--- src/hdl/indexed_list_engine_defines.svh ---
// Assertion helpers used by the list engine datapath module.
// Each macro expects i_clk and i_rst_n to be visible where it is used.
`ifndef INDEXED_LIST_ENGINE_DEFINES_SVH
`define INDEXED_LIST_ENGINE_DEFINES_SVH

// Same-cycle implication.
`define ILE_ASSERT_IMP(label, ante, cons, msg) \
    label: assert property (@(posedge i_clk) disable iff (!i_rst_n) (ante) |-> (cons)) \
        else $error(msg);

// Next-cycle implication.
`define ILE_ASSERT_NEXT(label, ante, cons, msg) \
    label: assert property (@(posedge i_clk) disable iff (!i_rst_n) (ante) |=> (cons)) \
        else $error(msg);

`endif

--- src/hdl/ile_pkg.sv ---
package ile_pkg;

    localparam int MODE_W  = 3;
    localparam int POS_W   = 11;
    localparam int VAL_W   = 32;
    localparam int IN_W    = 48;
    localparam int OUT_W   = 40;

    typedef enum logic [MODE_W-1:0] {
        MODE_READ  = 3'd0,
        MODE_FRONT = 3'd1,
        MODE_BACK  = 3'd2,
        MODE_POS   = 3'd3,
        MODE_RM    = 3'd4
    } t_ile_mode;

    // Where an insert or removal lands.
    typedef enum logic [1:0] {
        TGT_FRONT,
        TGT_BACK,
        TGT_POS
    } t_ile_tgt;

    // Direction of the tail shift.
    typedef enum logic {
        DIR_INS,
        DIR_RM
    } t_ile_dir;

    // Source of the result value.
    typedef enum logic [1:0] {
        RSEL_ZERO,
        RSEL_MISS,
        RSEL_DATA
    } t_ile_rsel;

    typedef struct packed {
        logic      done;
        logic      full;
        t_ile_rsel rsel;
    } t_ile_res;

    typedef struct packed {
        logic     cap;
        t_ile_tgt tgt;
        t_ile_dir dir;
        logic     len_inc;
        logic     len_dec;
        logic     rd_tgt;
        logic     rd_step;
        logic     wr_shift;
        logic     wr_put;
        logic     out_load;
        t_ile_res res;
    } t_ile_cmd;

    typedef struct packed {
        logic pos_lt_len;
        logic pos_le_len;
        logic pos1_lt_len;
        logic len_zero;
        logic full;
        logic last_rd;
        logic out_free;
    } t_ile_status;

endpackage

--- src/hdl/ile_ctrl.sv ---
module ile_ctrl (
    input  logic                       i_clk,
    input  logic                       i_rst_n,
    input  logic                       i_s_tvalid,
    output logic                       o_s_tready,
    input  logic [ile_pkg::MODE_W-1:0] i_mode,
    input  ile_pkg::t_ile_status       i_status,
    output ile_pkg::t_ile_cmd          o_cmd
);
    import ile_pkg::*;

    typedef enum logic [2:0] {
        S_IDLE,
        S_RD,
        S_SHIFT,
        S_DRAIN,
        S_PUT,
        S_OUT
    } t_state;

    t_state   r_state;
    t_state   n_state;
    t_ile_res r_res;
    t_ile_res n_res;
    logic     r_wr_pend;
    logic     n_wr_pend;
    logic     r_ins;
    logic     n_ins;
    logic     accept;
    logic     ins_ok;
    logic     ins_shift;
    t_ile_tgt ins_tgt;

    assign o_s_tready = r_state == S_IDLE;
    assign accept     = i_s_tvalid && (r_state == S_IDLE);

    always_comb begin
        ins_ok    = (i_mode != MODE_POS) || i_status.pos_le_len;
        ins_tgt   = TGT_BACK;
        ins_shift = 1'b0;
        if (i_mode == MODE_FRONT) begin
            ins_tgt   = TGT_FRONT;
            ins_shift = !i_status.len_zero;
        end else if (i_mode == MODE_POS) begin
            ins_tgt   = TGT_POS;
            ins_shift = i_status.pos_lt_len;
        end
    end

    always_comb begin
        n_state   = r_state;
        n_res     = r_res;
        n_wr_pend = r_wr_pend;
        n_ins     = r_ins;
        o_cmd     = '0;
        o_cmd.res = r_res;
        unique case (r_state)
            S_IDLE: begin
                if (accept) begin
                    n_res   = '{done: 1'b0, full: 1'b0, rsel: RSEL_ZERO};
                    n_state = S_OUT;
                    o_cmd.tgt = TGT_POS;
                    unique case (i_mode) inside
                        MODE_READ: begin
                            o_cmd.cap = 1'b1;
                            if (i_status.pos_lt_len) begin
                                n_res.done = 1'b1;
                                n_res.rsel = RSEL_DATA;
                                n_state    = S_RD;
                            end else begin
                                n_res.rsel = RSEL_MISS;
                            end
                        end
                        MODE_FRONT, MODE_BACK, MODE_POS: begin
                            if (ins_ok && i_status.full) begin
                                n_res.full = 1'b1;
                            end else if (ins_ok) begin
                                o_cmd.cap     = 1'b1;
                                o_cmd.tgt     = ins_tgt;
                                o_cmd.dir     = DIR_INS;
                                o_cmd.len_inc = 1'b1;
                                n_res.done    = 1'b1;
                                n_ins         = 1'b1;
                                n_wr_pend     = 1'b0;
                                n_state       = ins_shift ? S_SHIFT : S_PUT;
                            end
                        end
                        MODE_RM: begin
                            if (i_status.pos_lt_len) begin
                                o_cmd.cap     = 1'b1;
                                o_cmd.dir     = DIR_RM;
                                o_cmd.len_dec = 1'b1;
                                n_res.done    = 1'b1;
                                n_ins         = 1'b0;
                                n_wr_pend     = 1'b0;
                                n_state       = i_status.pos1_lt_len ? S_SHIFT : S_OUT;
                            end
                        end
                        default: begin
                        end
                    endcase
                end
            end
            S_RD: begin
                o_cmd.rd_tgt = 1'b1;
                n_state      = S_OUT;
            end
            S_SHIFT: begin
                // The entry read in the previous cycle is written while the next one is read.
                o_cmd.rd_step  = 1'b1;
                o_cmd.wr_shift = r_wr_pend;
                n_wr_pend      = 1'b1;
                if (i_status.last_rd) begin
                    n_state = S_DRAIN;
                end
            end
            S_DRAIN: begin
                o_cmd.wr_shift = 1'b1;
                n_wr_pend      = 1'b0;
                n_state        = r_ins ? S_PUT : S_OUT;
            end
            S_PUT: begin
                o_cmd.wr_put = 1'b1;
                n_state      = S_OUT;
            end
            S_OUT: begin
                if (i_status.out_free) begin
                    o_cmd.out_load = 1'b1;
                    n_state        = S_IDLE;
                end
            end
            default: n_state = S_IDLE;
        endcase
    end

    always_ff @(posedge i_clk) begin
        if (!i_rst_n) begin
            r_state   <= S_IDLE;
            r_wr_pend <= 1'b0;
            r_ins     <= 1'b0;
            r_res     <= '{done: 1'b0, full: 1'b0, rsel: RSEL_ZERO};
        end else begin
            r_state   <= n_state;
            r_wr_pend <= n_wr_pend;
            r_ins     <= n_ins;
            r_res     <= n_res;
        end
    end

endmodule

--- config.mk ---
export PLATFORM = sky130hd
export DESIGN_NAME = ile_ctrl
export DESIGN_NICKNAME = d
export VERILOG_FILES = /design/src/hdl/indexed_list_engine_defines.svh /design/src/hdl/ile_pkg.sv /design/src/hdl/ile_ctrl.sv
export SDC_FILE = /design/constraint.sdc
export NUM_CORES = 1
export LEC_CHECK = 0
export BUFFER_PORTS_ARGS = -buffer_cell sky130_fd_sc_hd__buf_2
export CAP_MARGIN = 15
export CORE_MARGIN = 8
export CORE_UTILIZATION = 44
export CTS_CLUSTER_SIZE = 25
export DETAILED_ROUTE_END_ITERATION = 8
export GPL_TIMING_DRIVEN = 1
export PLACE_DENSITY = 0.73
export SYNTH_ARGS = -nofsm -noshare
export SYNTH_HDL_FRONTEND = slang
export SYNTH_SLANG_ARGS = --single-unit
--- constraint.sdc ---
create_clock -name i_clk -period 2.06 [get_ports i_clk]
set_clock_uncertainty 0.05 [all_clocks]
set_input_delay 0.515 -clock i_clk [delete_from_list [all_inputs] [get_ports i_clk]]
set_output_delay 0.515 -clock i_clk [all_outputs]
set_load 0.005 [all_outputs]
==> metrics.md <==
| Metric | Value |
|---|---|
| Clock root buffer | `clkbuf_4` |
| WL final | `roughly 1700 um` |
| Crit share post-route | `a little over nine tenths` |
| Worst r2r dst | `r_state[2]$_SDFFE_PN0P_` |
| Gate Count Post-Synth | `80` |
| Cell variety after synth | `33` |
| Worst hold endpoint | `o_cmd[2]$_SDFFE_PN0P_` |
| Rows | `13` |
| Final instance area | `about 810 um2` |
| Worst r2r path cells | `6` |
| PortBufs | `28` |
| Lkg Pwr | `0.386 nW` |
| Slowest CP cell | `dfxtp_2` |
| Syn Std Cell Area | `approximately 620 um2` |
| Hold Path Stages | `2` |
| Pwr dens | `roughly 840 nW/um2` |
| Die W | `53.4 um` |
| Cell-by-cell listing of the critical path | `nor3_4, and2_4, and4b_1, buf_2` |
| DP HPWL | `~1300 um` |
| Share of synthesized registers carrying an async set or reset | `0%` |
| Initial antenna violation count | `0` |
| Share of cells above drive strength 1 | `37.5%` |
| Drt via density | `5.29` |
| TNS Setup | `0 ns` |
| CTS buffer count | `3` |
| Synth top cells by count | `12 x a21oi_1, 9 x dfxtp_1, 9 x nor2_1` |
| Max Cap Violations | `0` |
| Die ar. | `approximately 2900 um2` |
| Crit path time final | `approximately 2.0 ns` |
| Synth area leaders | `dfxtp_1 29%, a21oi_1 9.7%, nor3b_1 6.1%` |
| Kind of critical path | `reg -> out` |
| GR Overflow Total | `0` |
| Least-Margin Pin Slew | `around 0.32 ns` |
| DR DRC count | `0` |
| Final Instance Count excl. Fillers | `roughly 130` |
| Final setup fails | `0` |
| Placement Cell Area | `between 700 and 800 um2` |
| Top_reg_cell synth | `dfxtp_1` |
| Warnings, synthesis | `0` |
| R2r setup slk | `0.61 ns` |
| Clk buf depth | `2` |
| Iter 0 DRT Violations | `11` |
| # fillers | `about 120` |
| Outcome | `finished clean` |
| # IOs | `29` |
| Post-synth top area share | `29.2%` |
| Largest delay share family, worst path | `simple AND/OR/NAND/NOR gates` |
| Area growth, synth to finish | `30.8%` |
| Most frequent cell after synthesis | `a21oi_1` |
| Seq/Total Area, Yosys | `29.2%` |
| Hold path startpoint | `o_cmd[2]$_SDFFE_PN0P_` |
| Worst path required time | `around 1.5 ns` |
| Element type at the critical path end | `output pin` |
| Leading area contributor after synthesis | `dfxtp_1` |
| Mean Syn Cell Area | `about 7.7 um2` |
| Unrepaired setup endpoints after global routing | `false` |
| Layout net count | `126` |
| Worst EP arrival | `roughly 1.4 ns` |
| ANT cells | `0` |
| CTS tree | `yes` |
| Critical path buffers and inverters | `1` |
| DR vias | `672` |
| First-pass DRT Iterations | `3` |
| Final Max Tran Viols | `0` |
| Crit path max fanout | `10` |
| Final Hold Fails | `0` |
| Number of enable flip-flop cells after synthesis | `0` |
| Routability cong. | `0.804` |
| CTS hold repair buffers | `0` |
| Vias in the first global route | `~640` |
| Seq cells post-synth | `9` |
| Fmax | `506 MHz` |
| Pin count of the biggest net entering global routing | `11` |
| Total GRT Usage | `12.5%` |
| Largest stage delay, worst path | `between 0.3 and 0.4 ns` |
| Die Ht | `between 50 and 60 um` |
| Initial Utilization | `a little under half` |
| Post-placement cell count | `around 120` |
| Total power | `around 0.00068 W` |
| Clock slew seen by the registers of the worst setup and hold paths | `approximately 0.070 ns` |
| First-pass GRT wire length | `2700 um` |
| Worst reg2reg startpoint | `r_state[2]$_SDFFE_PN0P_` |
| H-tree Lvls | `1` |
| Synthesized net count | `between 90 and 100` |
| Max-slew headroom | `~80%` |
| Core area | `1300 um2` |
| Clock Latency Late Sink | `around 0.26 ns` |
| Crit start category | `flop` |
| WL/cell | `roughly 13 um` |
| Peak VDD IR | `between 0.5 and 0.6 mV` |
| Clock sinks | `9` |
| HP Class | `reg -> reg` |
| Antenna Violating Nets Remaining | `0` |
[sequential cells by signal, indices dropped and copies added (netlist names)]
register	flops
o_cmd	4
r_ins	1
r_state	3
r_wr_pend	1
[through the flow]
| stage | setup slack [ns] | hold WS, ns | util [%] |
|---|---|---|---|
| after CTS | 0.0149 | 0.402 | 61.3 |
| after global routing | 0.0131 | 0.432 | 62.0 |
| after detailed placement | 0.127 | 0.395 | 59.2 |
| after floorplan | 0.321 | 0.398 | - |
| final | 0.0834 | 0.399 | 62.0 |
| after global placement | 0.147 | 0.388 | 59.2 |
[cells by family after synthesis]
| group | Yosys count | share of synthesized area, % |
|---|---|---|
| AND/OR/NAND/NOR | 39 | 38.1 |
| AO/OA/AOI/OAI | 23 | 22.7 |
| flip-flops | 9 | 29.2 |
| buffers and inverters | 7 | 6.89 |
| XOR/XNOR | 1 | 1.42 |
| multiplexers | 1 | 1.62 |
[final cells by class]
type / count / area (um2) / share of cell area, %
Sequential cell: 9 / 181 / 22.5
Tap cell: 15 / 18.8 / 2.33
Inverter: 2 / 7.51 / 0.930
Multi-Input combinational cell: 64 / 395 / 49.0
Clock buffer: 4 / 26.3 / 3.26
Timing Repair Buffer: 33 / 178 / 22.0
[report_power, final]
group          internal, W  leakage [nW]  switching, W
logic             0.000154         0.297      0.000151
registers         0.000199        0.0737     0.0000344
clock network    0.0000748        0.0150     0.0000671
total             0.000428         0.386      0.000252
[cell usage in the layout, fill, tap and decap left out, drive strengths merged, types with 2 or more instances in the layout]
cell / instances
buf: 33
a21oi: 13
nor2: 9
dfxtp: 9
nand2: 6
nor3b: 5
nand3: 5
nand3b: 4
clkbuf: 4
inv: 2
o211ai: 2
o21ai: 2
nand4: 2
[worst max-delay path by stage]
stage,from,slack [ns],cells past startpoint,to
finish,r_state[2]$_SDFFE_PN0P_,0.08,4,o_cmd[12]
global route,i_mode[1],0.01,5,o_cmd[9]
CTS,r_state[2]$_SDFFE_PN0P_,0.01,4,o_cmd[12]
detailed placement,i_mode[1],0.13,5,o_cmd[9]
global placement,i_mode[1],0.15,5,o_cmd[11]
floorplan,i_mode[1],0.32,4,o_cmd[11]
[worst reg2reg max path, delay by kind of cell, from the launching register on]
kind                   cells  cell delay [ns]
flip-flops                 1             0.39
AO/OA/AOI/OAI              1             0.05
AND/OR/NAND/NOR            3             0.58
buffers and inverters      2             0.26
[what timing repair did]
| item | in CTS | in global routing |
|---|---|---|
| setup buffers | 0 | 1 |
| setup endpoints to repair | 0 | 1 |
| resized for setup | 0 | 2 |
[metal layers]
layer	up-vias	global-route usage [%]	routed length, um
met3	2	1.96	67
met5	-	0	0
li1	351	-	-
met1	302	15.9	825
met4	0	10.1	19
met2	17	17.8	797
Note: power is estimated with default switching activity, not from simulation.
